## config.mk

```make
export PLATFORM = sky130hd
export DESIGN_NAME = stuffed_frame_deframer
export DESIGN_NICKNAME = d
export VERILOG_FILES = /design/src/rtl/core/sfd_pkg.sv /design/src/rtl/core/sfd_front.sv /design/src/rtl/core/sfd_fifo.sv /design/src/rtl/core/sfd_back.sv /design/src/rtl/core/stuffed_frame_deframer.sv
export SDC_FILE = /design/constraint.sdc
export NUM_CORES = 1
export LEC_CHECK = 0
export ABC_AREA = 0
export BUFFER_PORTS_ARGS = -buffer_cell sky130_fd_sc_hd__buf_2
export CAP_MARGIN = 20
export CORE_MARGIN = 4
export CORE_UTILIZATION = 45
export DETAILED_ROUTE_END_ITERATION = 8
export PLACE_DENSITY = 0.64
export SKIP_CTS_REPAIR_TIMING = 1
export SLEW_MARGIN = 25
export SYNTH_ARGS = -nofsm -noshare
export SYNTH_HDL_FRONTEND = slang
export SYNTH_SLANG_ARGS = --single-unit
```

## constraint.sdc

```tcl
create_clock -name clk -period 28.2 [get_ports clk]
set_input_delay 2.82 -clock clk [delete_from_list [all_inputs] [get_ports clk]]
set_output_delay 2.82 -clock clk [all_outputs]
set_load 0.01 [all_outputs]
```

## src/rtl/core/sfd_pkg.sv

```systemverilog
// ----------------------------------------------------------------------------
// sfd_pkg
// shared constants and types of the stuffed frame deframer
// ----------------------------------------------------------------------------
package sfd_pkg;

  // buffer depth, byte count saturates here
  localparam int FRAME_BYTES = 32;
  localparam int CNT_W       = $clog2(FRAME_BYTES + 1);

  // only header (2) and payload (15) bytes are ever read back
  localparam int HDR_BYTES     = 2;
  localparam int PAY_BYTES     = 15;
  localparam int PAY_LOW_BYTES = 8;
  localparam int HOLD_BYTES    = HDR_BYTES + PAY_BYTES;
  localparam int HOLD_IDX_W    = $clog2(HOLD_BYTES);

  localparam int MIN_FRAME = 3;
  localparam logic [7:0] ESC_XOR = 8'h20;

  // reset values of the configuration registers
  localparam logic [7:0] START_RESET  = 8'h7E;
  localparam logic [7:0] ESCAPE_RESET = 8'h7D;

  // closed frame queue
  localparam int Q_DEPTH = 2;
  localparam int Q_PTR_W = $clog2(Q_DEPTH);
  localparam int Q_CNT_W = $clog2(Q_DEPTH + 1);

  // register indexes
  localparam logic REG_START  = 1'b0;
  localparam logic REG_ESCAPE = 1'b1;

  typedef enum logic [1:0] {
    ST_OK       = 2'd0,
    ST_SHORT    = 2'd1,
    ST_MISMATCH = 2'd2
  } status_t;

  typedef struct packed {
    logic [7:0] start_byte;
    logic [7:0] escape_byte;
  } cfg_t;

  // snapshot of one closed frame
  typedef struct packed {
    logic [CNT_W-1:0]                count;
    logic                            overflow;
    logic [HOLD_BYTES-1:0][7:0]      bytes;
  } frame_rec_t;

endpackage

```

## src/rtl/core/sfd_front.sv

```systemverilog
// ----------------------------------------------------------------------------
// sfd_front
// byte classifier: start / escape / data, unstuffing and frame collection
// ----------------------------------------------------------------------------
module sfd_front (
  input  logic              clk,
  input  logic              rst_n,
  input  sfd_pkg::cfg_t     cfg,
  input  logic              in_valid,
  output logic              in_stall,
  input  logic [7:0]        in_rx_byte,
  input  logic              q_full,
  output logic              q_push,
  output sfd_pkg::frame_rec_t q_push_rec
);
  import sfd_pkg::*;

  logic [CNT_W-1:0]           count_r, count_nxt;
  logic                       ovf_r, ovf_nxt;
  logic                       esc_r, esc_nxt;
  logic [HOLD_BYTES-1:0][7:0] hold_r;
  logic                       acc;
  logic                       is_start;
  logic                       is_esc;
  logic                       wr_en;
  logic [7:0]                 data;

  assign in_stall = q_full;
  assign acc      = in_valid && !in_stall;
  assign is_start = (in_rx_byte == cfg.start_byte);
  assign is_esc   = !is_start && (in_rx_byte == cfg.escape_byte);
  assign data     = esc_r ? (in_rx_byte ^ ESC_XOR) : in_rx_byte;

  always_comb begin
    count_nxt = count_r;
    ovf_nxt   = ovf_r;
    esc_nxt   = esc_r;
    q_push    = 1'b0;
    wr_en     = 1'b0;
    if (acc) begin
      if (is_start) begin
        q_push    = (count_r != '0);
        count_nxt = '0;
        ovf_nxt   = 1'b0;
      end else if (is_esc) begin
        esc_nxt = 1'b1;
      end else begin
        esc_nxt = 1'b0;
        if (count_r < CNT_W'(FRAME_BYTES)) begin
          count_nxt = count_r + CNT_W'(1);
          wr_en     = (count_r < CNT_W'(HOLD_BYTES));
        end else begin
          ovf_nxt = 1'b1;
        end
      end
    end
  end

  assign q_push_rec = '{count: count_r, overflow: ovf_r, bytes: hold_r};

  always_ff @(posedge clk) begin
    if (!rst_n) begin
      count_r <= '0;
      ovf_r   <= 1'b0;
      esc_r   <= 1'b0;
    end else begin
      count_r <= count_nxt;
      ovf_r   <= ovf_nxt;
      esc_r   <= esc_nxt;
    end
  end

  // stale bytes past the count are masked off in the back end
  always_ff @(posedge clk) begin
    if (wr_en) begin
      hold_r[count_r[HOLD_IDX_W-1:0]] <= data;
    end
  end

  a_count_bound: assert property (@(posedge clk) disable iff (!rst_n)
    count_r <= CNT_W'(FRAME_BYTES))
    else $error("byte count beyond buffer depth");

  a_ovf_full: assert property (@(posedge clk) disable iff (!rst_n)
    ovf_r |-> (count_r == CNT_W'(FRAME_BYTES)))
    else $error("overflow flagged with buffer not full");

endmodule

```

## src/rtl/core/sfd_fifo.sv

```systemverilog
// ----------------------------------------------------------------------------
// sfd_fifo
// short queue of closed frames between front and back end
// ----------------------------------------------------------------------------
module sfd_fifo (
  input  logic                clk,
  input  logic                rst_n,
  input  logic                push,
  input  sfd_pkg::frame_rec_t push_rec,
  output logic                full,
  input  logic                pop,
  output logic                empty,
  output sfd_pkg::frame_rec_t pop_rec
);
  import sfd_pkg::*;

  frame_rec_t         mem_r [Q_DEPTH];
  logic [Q_PTR_W-1:0] wr_ptr_r, wr_ptr_nxt;
  logic [Q_PTR_W-1:0] rd_ptr_r, rd_ptr_nxt;
  logic [Q_CNT_W-1:0] cnt_r, cnt_nxt;

  assign full    = (cnt_r == Q_CNT_W'(Q_DEPTH));
  assign empty   = (cnt_r == '0);
  assign pop_rec = mem_r[rd_ptr_r];

  always_comb begin
    wr_ptr_nxt = push ? Q_PTR_W'(wr_ptr_r + 1'b1) : wr_ptr_r;
    rd_ptr_nxt = pop  ? Q_PTR_W'(rd_ptr_r + 1'b1) : rd_ptr_r;
    cnt_nxt    = cnt_r;
    if (push && !pop) begin
      cnt_nxt = cnt_r + Q_CNT_W'(1);
    end else if (pop && !push) begin
      cnt_nxt = cnt_r - Q_CNT_W'(1);
    end
  end

  always_ff @(posedge clk) begin
    if (!rst_n) begin
      wr_ptr_r <= '0;
      rd_ptr_r <= '0;
      cnt_r    <= '0;
    end else begin
      wr_ptr_r <= wr_ptr_nxt;
      rd_ptr_r <= rd_ptr_nxt;
      cnt_r    <= cnt_nxt;
    end
  end

  always_ff @(posedge clk) begin
    if (push) begin
      mem_r[wr_ptr_r] <= push_rec;
    end
  end

  a_no_push_full: assert property (@(posedge clk) disable iff (!rst_n)
    push |-> !full)
    else $error("frame pushed into full queue");

  a_no_pop_empty: assert property (@(posedge clk) disable iff (!rst_n)
    pop |-> !empty)
    else $error("frame popped from empty queue");

endmodule

```

## src/rtl/core/sfd_back.sv

```systemverilog
// ----------------------------------------------------------------------------
// sfd_back
// frame checker: status, header decode, payload masking, output register
// ----------------------------------------------------------------------------
module sfd_back (
  input  logic                clk,
  input  logic                rst_n,
  input  logic                q_empty,
  input  sfd_pkg::frame_rec_t q_rec,
  output logic                q_pop,
  output logic                out_valid,
  input  logic                out_stall,
  output logic [1:0]          out_frame_status,
  output logic [10:0]         out_frame_address,
  output logic [3:0]          out_payload_length,
  output logic [63:0]         out_payload_low,
  output logic [55:0]         out_payload_high
);
  import sfd_pkg::*;

  logic                      valid_r, valid_nxt;
  status_t                   status_r, status_nxt;
  logic [10:0]               addr_r, addr_nxt;
  logic [3:0]                len_r, len_nxt;
  logic [PAY_BYTES-1:0][7:0] pay_r, pay_nxt;
  logic [3:0]                hdr_len;
  logic                      is_short;
  logic                      is_mismatch;

  assign q_pop = !q_empty && (!valid_r || !out_stall);

  assign hdr_len     = q_rec.bytes[1][3:0];
  assign is_short    = (q_rec.count < CNT_W'(MIN_FRAME));
  assign is_mismatch = q_rec.overflow ||
                       (q_rec.count != (CNT_W'(hdr_len) + CNT_W'(MIN_FRAME)));

  always_comb begin
    addr_nxt   = '0;
    len_nxt    = '0;
    status_nxt = ST_OK;
    if (is_short) begin
      status_nxt = ST_SHORT;
    end else begin
      addr_nxt = {q_rec.bytes[0], q_rec.bytes[1][7:5]};
      len_nxt  = hdr_len;
      if (is_mismatch) begin
        status_nxt = ST_MISMATCH;
      end
    end
    for (int i = 0; i < PAY_BYTES; i++) begin
      pay_nxt[i] = (status_nxt == ST_OK && 4'(i) < hdr_len) ?
                   q_rec.bytes[i + HDR_BYTES] : 8'h00;
    end
  end

  always_comb begin
    valid_nxt = valid_r && out_stall;
    if (q_pop) begin
      valid_nxt = 1'b1;
    end
  end

  always_ff @(posedge clk) begin
    if (!rst_n) begin
      valid_r <= 1'b0;
    end else begin
      valid_r <= valid_nxt;
    end
  end

  always_ff @(posedge clk) begin
    if (q_pop) begin
      status_r <= status_nxt;
      addr_r   <= addr_nxt;
      len_r    <= len_nxt;
      pay_r    <= pay_nxt;
    end
  end

  assign out_valid          = valid_r;
  assign out_frame_status   = status_r;
  assign out_frame_address  = addr_r;
  assign out_payload_length = len_r;
  assign out_payload_low    = pay_r[PAY_LOW_BYTES-1:0];
  assign out_payload_high   = pay_r[PAY_BYTES-1:PAY_LOW_BYTES];

  a_short_zero: assert property (@(posedge clk) disable iff (!rst_n)
    (valid_r && status_r == ST_SHORT) |-> (addr_r == '0 && len_r == '0))
    else $error("short frame carries header fields");

  a_bad_no_payload: assert property (@(posedge clk) disable iff (!rst_n)
    (valid_r && status_r != ST_OK) |-> (pay_r == '0))
    else $error("failed frame carries payload");

endmodule

```

## src/rtl/core/stuffed_frame_deframer.sv

```systemverilog
// ----------------------------------------------------------------------------
// stuffed_frame_deframer
// byte-stuffed receive deframer with escape xor and frame checking
// ----------------------------------------------------------------------------
// takes one received byte per item and accepts a new item every clock cycle
// while in_stall is low. a start byte closes a non-empty frame; the escape
// byte xors the next data byte with 0x20. each closed frame yields one result
// item with status (ok, too short, or length mismatch, also for overflow),
// 11-bit address, payload length and up to 15 payload bytes; the checksum
// byte is counted, not verified. a frame is queued at the edge that accepts
// its closing start byte and moves into the output register once that is
// free, raising out_valid. the front end only stalls its input when the
// two-entry frame queue is full, which takes three closed frames waiting
// behind a stalled output (one in the output register, two in the queue).
// start and escape bytes are programmed over the apb port at byte addresses
// 0x0 and 0x4 and must only be changed while the block is idle.
module stuffed_frame_deframer (
  input  logic        clk,
  input  logic        rst_n,
  // apb configuration
  input  logic        psel,
  input  logic        penable,
  input  logic        pwrite,
  input  logic [2:0]  paddr,
  input  logic [31:0] pwdata,
  output logic [31:0] prdata,
  output logic        pready,
  // received bytes
  input  logic        in_valid,
  output logic        in_stall,
  input  logic [7:0]  in_rx_byte,
  // checked frames
  output logic        out_valid,
  input  logic        out_stall,
  output logic [1:0]  out_frame_status,
  output logic [10:0] out_frame_address,
  output logic [3:0]  out_payload_length,
  output logic [63:0] out_payload_low,
  output logic [55:0] out_payload_high
);
  import sfd_pkg::*;

  cfg_t       cfg_r, cfg_nxt;
  logic       reg_wr;
  logic       reg_sel;
  logic       q_push;
  logic       q_pop;
  logic       q_full;
  logic       q_empty;
  frame_rec_t q_push_rec;
  frame_rec_t q_pop_rec;

  // apb register file, word aligned, low address bits ignored
  assign pready  = 1'b1;
  assign reg_wr  = psel && penable && pwrite && pready;
  assign reg_sel = paddr[2];

  always_comb begin
    cfg_nxt = cfg_r;
    if (reg_wr) begin
      case (reg_sel)
        REG_START:  cfg_nxt.start_byte  = pwdata[7:0];
        REG_ESCAPE: cfg_nxt.escape_byte = pwdata[7:0];
        default:    cfg_nxt = cfg_r;
      endcase
    end
  end

  always_comb begin
    case (reg_sel)
      REG_START:  prdata = {24'h0, cfg_r.start_byte};
      REG_ESCAPE: prdata = {24'h0, cfg_r.escape_byte};
      default:    prdata = '0;
    endcase
  end

  always_ff @(posedge clk) begin
    if (!rst_n) begin
      cfg_r <= '{start_byte: START_RESET, escape_byte: ESCAPE_RESET};
    end else begin
      cfg_r <= cfg_nxt;
    end
  end

  // front end: classify bytes, unstuff, collect frame, snapshot on close
  sfd_front u_front (
    .clk        (clk),
    .rst_n      (rst_n),
    .cfg        (cfg_r),
    .in_valid   (in_valid),
    .in_stall   (in_stall),
    .in_rx_byte (in_rx_byte),
    .q_full     (q_full),
    .q_push     (q_push),
    .q_push_rec (q_push_rec)
  );

  // closed frames wait here so each side can stall on its own
  sfd_fifo u_fifo (
    .clk      (clk),
    .rst_n    (rst_n),
    .push     (q_push),
    .push_rec (q_push_rec),
    .full     (q_full),
    .pop      (q_pop),
    .empty    (q_empty),
    .pop_rec  (q_pop_rec)
  );

  // back end: check frame, decode header, mask payload, hold result item
  sfd_back u_back (
    .clk                (clk),
    .rst_n              (rst_n),
    .q_empty            (q_empty),
    .q_rec              (q_pop_rec),
    .q_pop              (q_pop),
    .out_valid          (out_valid),
    .out_stall          (out_stall),
    .out_frame_status   (out_frame_status),
    .out_frame_address  (out_frame_address),
    .out_payload_length (out_payload_length),
    .out_payload_low    (out_payload_low),
    .out_payload_high   (out_payload_high)
  );

endmodule
```

Word-level counts from Yosys, hierarchy flattened
Memory sizes are Yosys's and may differ from the RTL's. A register that Yosys moved wholly into a read port is not among the register bits.
Index checks and enable logic that the tools add are counted.
Widths: inputs -> output; s select.
- register bits after elaboration: 302
- memory bits (writable): 286
- bits of input ports: 50
- output and inout bits: 172
- logic and storage cells: 150
- memories: 1
- memory list (memory ; words ; width ; rd ports ; clocked after memory_dff ; write ports ; RTL line ; RTL):
    u_fifo.mem_r ; 2 ; 143 ; 1 ; 1 ; 1 ; sfd_fifo.sv:17 ; frame_rec_t mem_r [Q_DEPTH];
- add/subtract/negate cells: 6
- order comparisons: 20
- equal/unequal tests: 6
- multiplexer cells: 27
- bitwise logic cells: 3
- reduce and logical (&&, ||, !) cells: 43
- operator list (cell ; number):
    $bwmux 136 ; 1
    $pmux 32 s2 ; 1
    $demux 8 s5 ; 1
    $lt 4x4->1 const A ; 7
    $logic_and 1x1->1 ; 24
    $mux 6 ; 4
    $eq 8x8->1 ; 2
    $lt 3x4->1 const A ; 4
    $mux 1 ; 15
    $lt 1x4->1 const A ; 2
    $lt 2x4->1 const A ; 2
    $mux 2 ; 4
    $mux 8 ; 1
    $logic_not 1->1 ; 7
    $add 6x1->6 const B ; 1
    $lt 5x6->1 const B ; 1
    $lt 6x2->1 const B ; 1
    $lt 6x5->1 const B ; 1
    $lt 6x6->1 const B ; 1
    $ne 6x6->1 ; 1
    $reduce_and 2->1 ; 3
    $reduce_and 3->1 ; 2
    $reduce_bool 6->1 ; 1
    $add 4x2->5 const B ; 1
    10 further kinds ; 17

Logic depth before layout (Yosys ltp)
Gate-level depths: netlist (run 1).
- word-level depth: 8
- gate-level depth with buffers: 14
- mapped depth without buffers: 9

Cells and area by module
A second synthesis (run 1) with hierarchy kept.
- cells, all modules: 1295
- area, all modules: 23353.6 um^2
- by module, submodules not included (module ; times used ; cells each ; area an instance (um^2) ; sequential area each (um^2)):
    sfd_fifo ; 1 ; 467 ; 10815.4 ; 8688.3
    sfd_back ; 1 ; 485 ; 6612.6 ; 4134.0
    sfd_front ; 1 ; 242 ; 4923.5 ; 4244.1
    stuffed_frame_deframer ; 1 ; 101 ; 1002.2 ; 320.3

Least setup slack after synthesis (run 1)
Ideal clock, no wire load.
- path kind: input-to-reg
- from: in in_rx_byte[5]
- to: mem u_fifo.mem_r[0][0] (netlist bit) (enable)
- setup time: 0.817 ns
- arrival: 13.246 ns
- data required time: 27.383 ns
- setup slack: 14.136 ns
- stages: 4
- buffers on the path: 0
- path through: xor2_1 > nor4_1 > nand3b_1 > nor3_1
- word-level cells in the longest chain between the ends: 5
- ends and longest elaborated chain (element ; RTL line ; RTL):
    start: declaration ; stuffed_frame_deframer.sv:31 ; input logic [7:0] in_rx_byte,
    $eq 8x8->1 ; sfd_front.sv:30 ; assign is_start = (in_rx_byte == cfg.start_byte);
    $mux 1 ; sfd_front.sv:41 ; if (is_start) begin
    $mux 1 ; sfd_front.sv:40 ; if (acc) begin
    $mux 1 ; sfd_fifo.sv:50 ; if (push) begin
    $mux 1 (not written as such) ; sfd_fifo.sv:51 ; mem_r[wr_ptr_r] <= push_rec;
    end: declaration ; sfd_fifo.sv:17 ;
Every way passes these cells.

Final worst setup path (run 1)
- from: in in_rx_byte[3]
- to: mem u_fifo.mem_r[1][112] (netlist bit) (enable)
- word-level cells in the longest chain between the ends: 5
- ends and longest elaborated chain (element ; RTL line ; RTL):
    $eq 8x8->1 ; sfd_front.sv:30 ;
    $mux 1 ; sfd_front.sv:41 ;
    $mux 1 ; sfd_front.sv:40 ;
    named net q_push ; stuffed_frame_deframer.sv:46 ; logic q_push;
    $mux 1 ; sfd_fifo.sv:50 ;
    $mux 1 (not written as such) ; sfd_fifo.sv:51 ;
The timed path passes the listed nets, and every way through them passes these cells.

==> metrics, run 1 <==
root buf cell clkbuf_16; worst setup margin 21.79 ns; FMAX about 160 MHz; flops & latches, synth 586; pre-CTS setup slack about 21 ns; largest family of logic cells by synthesized area simple AND/OR/NAND/NOR gates; Most Crowded Layer GR met2; GR Layer Usage met2 about 28%; met1 Use GR 21.81%; initial antenna violation count 0; antenna viol nets, final 0; fin crit share 22.72%; ranking of synthesized cells by area edfxtp_1 (77%), mux2i_1 (6.5%), dfxtp_1 (2.8%); top cell type's share of synthesized area 77.34%; Synth Area in XOR/XNOR 1.258%; Area after DPL 0.02316 sq mm; worst min-delay path category reg -> reg; GR met3 Demand/Resource under 10%; Final Hold Viols 0; nets 1437; Leak between 8 and 9 nW; synth unique cells 52; DRC viols 0; vias in the first global route 10806; Final Max Slew Viols 0; PD cells about 93 mW/mm^2; adder-cell share of the synthesized area 0.4637%; cell area after synthesis about 0.022 sq mm; drt pass-1 iters 4; Slew Limit Headroom roughly a third; layout cells sized above 1 between 20% and 30%; TritonCTS Sinks between 500 and 600; grt total ovfl 0; Syn Area/Cell 18.20 sq um; Total Die Area a little over 0.05 sq mm; sequential share of the synthesized area about four fifths; most frequent cell after synthesis edfxtp_1; Synth Instances 1186; dominant cell type by area after synthesis edfxtp_1; WL final roughly 43000 microns; htree depth 2; Setup-failing EPs final 0; CP Class in -> reg; Most used DFF post-synth edfxtp_1; Pwr Total between 2 and 2.5 mW; RSZ-0062 raised after global routing no; initial core utilization 45.98%; R2R depth 8; first-pass GRT wire length 64270 microns; WHS Path Cells 0; MaxCap Viol Count 0; Simple-Gate Fraction of Synth Area 7.465%; gpl congestion slightly above 0.8; outcome complete, no violations; Wirelength per Cell 21.10 microns; core box area ~0.047 sq mm; worst-case clock buffer depth 3; DRT iter0 DRCs 850; Synth top cells by count edfxtp_1 (556), mux2i_1 (140), nor4_1 (79); gr usage total between 10% and 20%; synth warn 0; area grow syn2layout 17.25%; clock latency on the worst-skew pair approximately 0.6 ns; endpoint kind of the worst setup timing path register; TritonCTS clock tree yes; clk_skew 0.01790 ns; setup_tns 0 ns; Async SR Flop Fraction 0%; Required @ worst endpoint ~28 ns; row cnt roughly 80; design area approximately 0.025 sq mm; Die W 227.0 microns; clk slew on worst S/H paths 0.06 ns; number of synthesized flops with an enable pin between 500 and 600; Die Height 227.0 microns; maximum vdd drop around 0.057 mV; top-level port count 222; Compound-Gate Fraction of Synth Area 1.194%; input/output buffers between 150 and 200; DR vias 10708; worst slew pin tran 1.017 ns; mux cell area share after synthesis 7.013%; crit-path max FO 59; HPWL after detailed placement 25340 microns; min cycle time layout 6.408 ns; CP startpoint kind input pin; largest net degree at the start of global routing 89; CTS buffer count between 50 and 60; CP arrival around 6.6 ns; Vias per Instance 5.267
## placed cells by master (no fill, tap or decap), types with 9 or more instances in the layout
cell type  synthesis  routed
nor2_1            30      30
bufinv_16          0      15
mux2i_1          140     140
a21oi_1           11      11
mux2_2            10      10
nand3_1           17      17
conb_1             2      25
buf_4             26      23
nand2_1           50      50
buf_2              8     170
dfxtp_1           30      29
xor2_1            24      23
clkinv_1           0      12
clkbuf_16          0      58
nor3_1            54      51
nor4_1            79      73
nand2b_1           9       9
edfxtp_1         556     556
## area by class of cell
cell class	instances	area, sq um
Fill cell	3612	21640
Sequential cell	586	17300
Multi-Input combinational cell	529	4044
Clock buffer	63	1470
Timing Repair Buffer	197	1086
Tap cell	607	759.5
Clock inverter	41	609.3
Inverter	9	38.79
Antenna cell	1	2.502
## report_power, final
| part | switching (mW) | total [mW] | internal [mW] |
|---|---|---|---|
| clock | 0.315 | 0.828 | 0.513 |
| combinational | 0.266 | 0.400 | 0.134 |
| sequential | 0.0466 | 1.11 | 1.07 |
## worst max-delay path: stages
cell	delay (ns)
buf_2	0.47
xor2_1	0.13
nor4_1	0.56
nand3b_1	0.27
nor2_1	0.30
and2_4	0.77
buf_4	0.57
buf_4	0.64
## stage by stage
stage / util, % / cells / hold WS, ns
4_1_cts: 53.75 / 2030 / 0.4387
5_1_grt: 53.90 / 2032 / 0.4472
2_1_floorplan: - / 1209 / 0.4215
3_5_place_dp: 49.32 / 1926 / 0.4290
6_report: 53.91 / 2033 / 0.4380
3_3_place_gp: 49.18 / 1926 / 0.4216
## registers in the layout, summed over array words and instances (netlist names), 2 cells and up, named ones only
name / cells
cfg_r: 16
u_back.out_frame_address: 11
u_back.out_frame_status: 2
u_back.out_payload_high: 56
u_back.out_payload_length: 4
u_back.out_payload_low: 64
u_fifo.cnt_r: 2
u_fifo.mem_r: 284
u_front.count_r: 6
u_front.q_push_rec: 135
## per-layer routing
layer  share of wire (%)  wire length (microns)
met1                  43                  18390
met2                  51                  21710
met5                   0                      0
met4                 1.9                    802
met3                 4.6                   1994
## path summary, 6_finish.rpt
kind / start / end / slack, ns
setup / recovery: in_rx_byte[3] / u_fifo.mem_r[1][112] / 21.79
hold / removal: u_front.q_push_rec[45] / u_fifo.mem_r[1][45] / 0.44
setup reg to reg: register / u_back.out_payload_low[47] / 23.31
hold reg to reg: u_front.q_push_rec[45] / u_fifo.mem_r[1][45] / 0.44
## cells by family after synthesis
kind of cell               Yosys count
AOI/OAI and AO/OA                   35
xor gates and xnor gates            31
DFF                                586
buffers and inverters               94
other                                2
and+or+nand+nor                    280
adders and majority gates            8
muxes                              150
Note: power is estimated with default switching activity, not from simulation.
==> inputs of run 2 (changes only) <==
clock period = 6.2 ns   (was 28.2 ns; I/O delays follow)
==> run 2 against run 1 <==
Critical path depth fell by 1. Clock power rose to 3.8 times the previous value. Final cell count barely moved. Critical endpoint is now u_fifo.mem_r[1][65]. Largest cell class unchanged. Highest routed layer unchanged.
==> metrics, run 2 (same netlist as run 1, synthesis figures left out) <==
most common cell after layout, fill and taps aside edfxtp_1 (unchanged); Vias per Instance 5.259 (was 5.267); min cycle time layout 3.475 ns; clk_skew 0.02086 ns (was 0.01790 ns); gpl congestion 0.7934 (was 0.8215); worst setup margin 2.725 ns (was 21.79 ns); Total Die Area 0.05154 sq mm (unchanged); Slew Limit Headroom 33.59% (was 32.13%); top-level port count 222 (unchanged); Met1 Routed Length 18710 microns (was 18390 microns); maximum vdd drop 0.3605 mV (was 0.05708 mV); TritonCTS clock tree yes (unchanged); setup_tns 0 ns (unchanged); vias in the first global route 10658 (was 10806); slack of the worst reg-to-reg path 2.92 ns (was 23.31 ns); FMAX about 290 MHz; design area 0.02491 sq mm (was 0.02531 sq mm); top layer in use met4 (unchanged); worst-case clock buffer depth 3 (unchanged); Die Height 227.0 microns (unchanged); grt total ovfl 0 (unchanged); R2R depth 7 (was 8); worst slew pin tran 0.9936 ns (was 1.017 ns); Pwr Total 10.05 mW (was 2.342 mW); nets 1439 (was 1437); Setup-failing EPs final 0 (unchanged); CP Depth 7 (was 8); drt pass-1 iters 7 (was 4); RSZ-0062 raised after global routing no (unchanged); TritonCTS Sinks 586 (unchanged); worst min-delay path category in -> reg (was reg -> reg); Setup crit start in_rx_byte[4] (was in_rx_byte[3]); CP Class in -> reg (unchanged); CP endpoint u_fifo.mem_r[1][65] (was u_fifo.mem_r[1][112]); r2r endpoint u_fifo.mem_r[1][65] (was u_back.out_payload_low[47]); Final Hold Viols 0 (unchanged); initial core utilization 45.98% (unchanged); highest-delay cell along the critical path and2_4 (unchanged); CP arrival 3.72 ns (was 6.64 ns); clock latency on the worst-skew pair 0.60 ns (about the same); WL final 43250 microns (was 42890 microns); crit-path max FO 55 (was 59); input/output buffers 170 (unchanged); htree depth 2 (unchanged); row cnt 79 (unchanged); CP startpoint kind input pin (unchanged); Die W 227.0 microns (unchanged); Required @ worst endpoint 6.44 ns (was 28.43 ns); initial antenna violation count 0 (unchanged); gr usage total 16.56% (was 16.44%); pre-CTS setup slack 2.084 ns (was 21.06 ns); clk slew on worst S/H paths 0.06 ns (about the same); DR vias 10702 (was 10708); non-filler instance count after layout 2035 (was 2033); core box area 0.04695 sq mm (unchanged); number of flip-flops in the largest register 284 (unchanged); met2 routed WL 21480 microns (was 21710 microns); WHS 0.2467 ns (was 0.4380 ns); MaxCap Viol Count 0 (unchanged); Clk network pwr share 31.3% (was 35.4%); area grow syn2layout 15.39% (was 17.25%); Area after DPL 0.02315 sq mm (was 0.02316 sq mm); DRT iter0 DRCs 961 (was 850); CP Cell Sequence buf_2 -> xor2_1 -> nor4_1 -> nand3b_1 -> nor2_1 -> and2_4 -> buf_4 (was buf_2 -> xor2_1 -> nor4_1 -> nand3b_1 -> nor2_1 -> and2_4 -> buf_4 -> buf_4); CTS buffer count 56 (unchanged); most frequent cells in the layout edfxtp_1 (556), buf_2 (170), mux2i_1 (140) (unchanged); antenna viol nets, final 0 (unchanged); DRC viols 0 (unchanged); max incr delay on CP 0.75 ns (was 0.77 ns); first-pass GRT wire length 64700 microns (was 64270 microns); HPWL after detailed placement 25080 microns (was 25340 microns); Reg power frac 49.8% (was 47.6%); layout cells sized above 1 22.13% (was 23.16%); R2R Path Start u_front.count_r[0]; endpoint kind of the worst setup timing path register (unchanged); Leak 8.182 nW (was 8.339 nW); WL met3 2300 microns (was 1994 microns); largest reg by FF count u_fifo.mem_r (unchanged); buffer and inverter count on the worst path 2 (was 3); outcome complete, no violations (unchanged); sw frac 28.13% (was 26.81%); Wirelength per Cell 21.25 microns (was 21.10 microns); final core utilization 53.05% (was 53.91%); fin crit share 56.05%; Top Family by Delay on Critical Path simple AND/OR/NAND/NOR gates (unchanged); Comb pwr share 18.9% (was 17.1%); internal power 7.221 mW (was 1.714 mW); ant diodes 0 (was 1); post-placement cell count 1928 (was 1926); Final Max Slew Viols 0 (unchanged); largest net degree at the start of global routing 152 (was 89); Psw 2.826 mW (was 0.6281 mW); root buf cell clkbuf_16 (unchanged); PD cells 403.3 mW/mm^2 (was 92.55 mW/mm^2)
-- run 2: cell types whose count changed in the layout (fill, tap and decap cells not counted), moves of 4 or more --
| cell | previous run | this run |
|---|---|---|
| clkinv_2 | 3 | 11 |
| clkinv_1 | 12 | 16 |
| clkbuf_1 | 5 | 16 |
| bufinv_16 | 15 | 2 |
| clkinv_4 | 5 | 1 |
-- run 2: worst min path at each step --
stage / to / start / slack [ns] / cells past startpoint
2_1_floorplan: u_fifo.mem_r[0][0] / u_front.q_push_rec[0] / 0.42 / 0
3_3_place_gp: u_fifo.mem_r[0][123] / u_front.q_push_rec[123] / 0.42 / 0
3_5_place_dp: u_fifo.mem_r[0][32] / u_front.q_push_rec[32] / 0.43 / 0
4_1_cts: cfg_r[0] / pwdata[0] / 0.21 / 3
5_1_grt: cfg_r[6] / pwdata[6] / 0.23 / 3
6_report: cfg_r[6] / pwdata[6] / 0.25 / 3
-- run 2: layout make-up --
class	count	area (sq um)
clock buffer	72	1461
fill	3683	22040
inverter	9	38.79
timing repair buffer	199	1139
tap	607	759.5
multi-input combinational	529	3994
clock inverter	33	216.5
sequential	586	17300
-- run 2: worst reg2reg max path, cell delays in order (launching register included) --
cell and delay [ns]:
dfxtp_1 0.48, inv_1 0.13, ha_1 0.24, nand2b_1 0.30
nor4_1 0.17, nor2_1 0.29, and2_4 0.75, buf_4 0.53
-- run 2: metal layers --
metal,vias up,track usage [%]
li1,4987,-
met1,5390,22.87
met2,270,27.76
met3,55,3.108
met4,0,3.865
met5,-,0
-- run 2: power groups by stage --
stage | Sequential [mW] | Combinational (mW) | Clock, mW
after floorplan | 5.28 | 1.04 | 0
after global placement | 5.09 | 1.89 | 0
after detailed placement | 5.10 | 1.92 | 0
after CTS | 5.02 | 1.92 | 3.21
after global routing | 5.04 | 2.05 | 3.38
final | 5.00 | 1.90 | 3.14
==> inputs of run 3 (changes only) <==
ABC_AREA = 1   (was 0)
clock period = 3.25 ns   (was 6.2 ns; I/O delays follow)
==> run 3 against run 2 <==
Die area fell by 0.60%. Critical path depth grew 6. Worst hold slack got worse by 0.23 ns. Highest routed layer unchanged. Sequential share of layout area decreased by 0.74 points. Clock power rose by 110%. Clock skew down 0.0036 ns. Register-to-register slack worse by 2.4 ns. Core utilization is 0.69 points higher.
==> metrics, run 3 <==
Most used DFF post-synth edfxtp_1 (unchanged); Die W 226.3 microns (was 227.0 microns); number of flip-flops in the largest register 284 (unchanged); Wirelength per Cell 18.77 microns (was 21.25 microns); worst setup margin 0.5366 ns (was 2.725 ns); Setup-failing EPs final 0 (unchanged); worst slew pin tran 0.7285 ns (was 0.9936 ns); grt total ovfl 0 (unchanged); Final Hold Viols 0 (unchanged); r2r endpoint u_back.out_payload_low[39] (was u_fifo.mem_r[1][65]); fin crit share 83.49%; WL final 41960 microns (was 43250 microns); Die Height 226.3 microns (was 227.0 microns); root buf cell clkbuf_16 (unchanged); max incr delay on CP 0.42 ns (was 0.75 ns); CP startpoint kind register (was input pin); pre-CTS setup slack 0.5332 ns (was 2.084 ns); gpl congestion 0.8301 (was 0.7934); top cell type's share of synthesized area 77.83% (was 77.34%); flops & latches, synth 586 (unchanged); synth warn 0 (unchanged); final core utilization 53.74% (was 53.05%); most common cell after layout, fill and taps aside edfxtp_1 (unchanged); Total Die Area 0.05123 sq mm (was 0.05154 sq mm); MaxCap Viol Count 0 (unchanged); ranking of synthesized cells by area edfxtp_1 (78%), mux2i_1 (5.2%), nand2_1 (3.7%) (was edfxtp_1 (77%), mux2i_1 (6.5%), dfxtp_1 (2.8%)); buffer and inverter count on the worst path 3 (was 2); row cnt 79 (unchanged); register area 0.01730 sq mm (about the same); top-level port count 222 (unchanged); TritonCTS Sinks 586 (unchanged); clk_skew 0.01728 ns (was 0.02086 ns); DRT iter0 DRCs 848 (was 961); CP Class reg -> reg (was in -> reg); Final Max Slew Viols 0 (unchanged); highest-delay cell along the critical path dfxtp_4 (was and2_4); vias in the first global route 10741 (was 10658); Required @ worst endpoint 3.69 ns (was 6.44 ns); Synth Instances 1333 (was 1186); CP arrival 3.16 ns (was 3.72 ns); core box area 0.04685 sq mm (was 0.04695 sq mm); gr usage total 16.19% (was 16.56%); cell area after synthesis 0.02145 sq mm (was 0.02159 sq mm); synth unique cells 34 (was 52); worst-case clock buffer depth 3 (unchanged); multi-input logic area 0.003661 sq mm (was 0.003994 sq mm); Leak 9.250 nW (was 8.182 nW); antenna viol nets, final 0 (unchanged); design area 0.02518 sq mm (was 0.02491 sq mm); Async SR Flop Fraction 0% (unchanged); outcome complete, no violations (unchanged); first-pass GRT wire length 62850 microns (was 64700 microns); sequential share of the synthesized area 80.63% (was 80.13%); R2R depth 13 (was 7); CP endpoint u_back.out_payload_low[39] (was u_fifo.mem_r[1][65]); clock latency on the worst-skew pair 0.61 ns (was 0.60 ns); layout cells sized above 1 20.69% (was 22.13%); area grow syn2layout 17.37% (was 15.39%); Area after DPL 0.02322 sq mm (was 0.02315 sq mm); largest net degree at the start of global routing 98 (was 152); maximum vdd drop 0.4955 mV (was 0.3605 mV); Synth top cells by count edfxtp_1 (556), nand2_1 (211), nor2_1 (153) (was edfxtp_1 (556), mux2i_1 (140), nor4_1 (79)); TritonCTS clock tree yes (unchanged); input/output buffers 170 (unchanged); nets 1638 (was 1439); DR vias 10924 (was 10702); largest reg by FF count u_fifo.mem_r (unchanged); worst min-delay path category in -> reg (unchanged); PD cells 795.1 mW/mm^2 (was 403.3 mW/mm^2); drt pass-1 iters 5 (was 7); Top Family by Delay on Critical Path simple AND/OR/NAND/NOR gates (unchanged); ant diodes 0 (unchanged); FMAX 368.5 MHz; initial core utilization 45.79% (was 45.98%); endpoint kind of the worst setup timing path register (unchanged); CTS buffer count 57 (was 56); Slew Limit Headroom 51.44% (was 33.59%); most frequent cells in the layout edfxtp_1 (556), nand2_1 (211), buf_2 (170) (was edfxtp_1 (556), buf_2 (170), mux2i_1 (140)); htree depth 2 (unchanged); min cycle time layout 2.713 ns; number of synthesized flops with an enable pin 556 (unchanged); dominant cell type by area after synthesis edfxtp_1 (unchanged); HPWL after detailed placement 26150 microns (was 25080 microns); CP Cell Sequence inv_2 -> buf_4 -> nand2_1 -> nand2_1 -> ha_1 -> nand3b_1 -> nand3_1 -> nor2_1 -> nand2_2 -> nor2_8 -> buf_4 -> nand3_4 -> nor2_1 (was buf_2 -> xor2_1 -> nor4_1 -> nand3b_1 -> nor2_1 -> and2_4 -> buf_4); RSZ-0062 raised after global routing no (unchanged); Vias per Instance 4.886 (was 5.259); initial antenna violation count 4 (was 0); Syn Area/Cell 16.09 sq um (was 18.20 sq um); DRC viols 0 (unchanged); FILL cells 3804 (was 3683); slack of the worst reg-to-reg path 0.54 ns (was 2.92 ns); crit-path max FO 22 (was 55); clk slew on worst S/H paths 0.06 ns (about the same); CP Depth 13 (was 7); most frequent cell after synthesis edfxtp_1 (unchanged)
run 3: cell families after synthesis:
group,Yosys count,share of synthesized area (%)
adder cells (fa/ha/maj),8,0.4666
buffers and inverters,123,2.794
AND/OR/NAND/NOR,434,8.964
flip-flops,586,80.63
XOR/XNOR,17,0.6941
multiplexers,112,5.226
AO/OA/AOI/OAI,51,1.196
other,2,0.03501
run 3: final cells by class:
cell class | count | area share (%)
Timing Repair Buffer | 219 | 5.158
Clock buffer | 74 | 6.077
Sequential cell | 586 | 68.72
Inverter | 69 | 1.058
Tap cell | 607 | 3.016
Multi-Input combinational cell | 647 | 14.54
Clock inverter | 34 | 1.436
run 3: worst min-delay path, delay by kind of cell:
kind            cells  cell delay, ns
compound gates      2            0.17
buf+inv             1            0.08
run 3: worst min-delay path by stage:
stage / startpoint / depth (start not counted) / slack [ns] / to
after floorplan: u_front.q_push_rec[0] / 0 / 0.42 / u_fifo.mem_r[0][0]
after global placement: u_front.q_push_rec[77] / 0 / 0.42 / u_fifo.mem_r[0][77]
after detailed placement: u_front.q_push_rec[44] / 0 / 0.43 / u_fifo.mem_r[0][44]
after CTS: pwdata[5] / 3 / -0.09 / cfg_r[5]
after global routing: pwdata[7] / 3 / 0.008 / cfg_r[7]
final: pwdata[7] / 3 / 0.01 / cfg_r[7]
run 3: metal layers:
| metal | vias up | part of all wire (%) | global-route usage [%] | routed length [microns] |
|---|---|---|---|---|
| met2 | 298 | 49 | 26.89 | 20690 |
| met1 | 5345 | 43 | 22.12 | 18070 |
| met5 | - | 0 | 0 | 0 |
| met3 | 56 | 5.8 | 3.483 | 2444 |
| li1 | 5225 | - | - | - |
| met4 | 0 | 1.8 | 3.987 | 758 |
run 3: per-stage QoR:
stage	hold slack, ns	TNS [ns]	std cells	total power, mW
finish	0.01187	0	2236	20.02
global route	0.008135	0	2236	20.98
CTS	-0.08801	0	2229	20.31
detailed placement	0.4297	0	2121	13.74
global placement	0.4219	0	2121	13.66
floorplan	0.4215	-87.68	1356	12.27
run 3: where the power goes:
group | internal (mW) | switching [mW]
Combinational | 1.23 | 2.58
Clock | 3.82 | 2.72
Sequential | 9.40 | 0.271
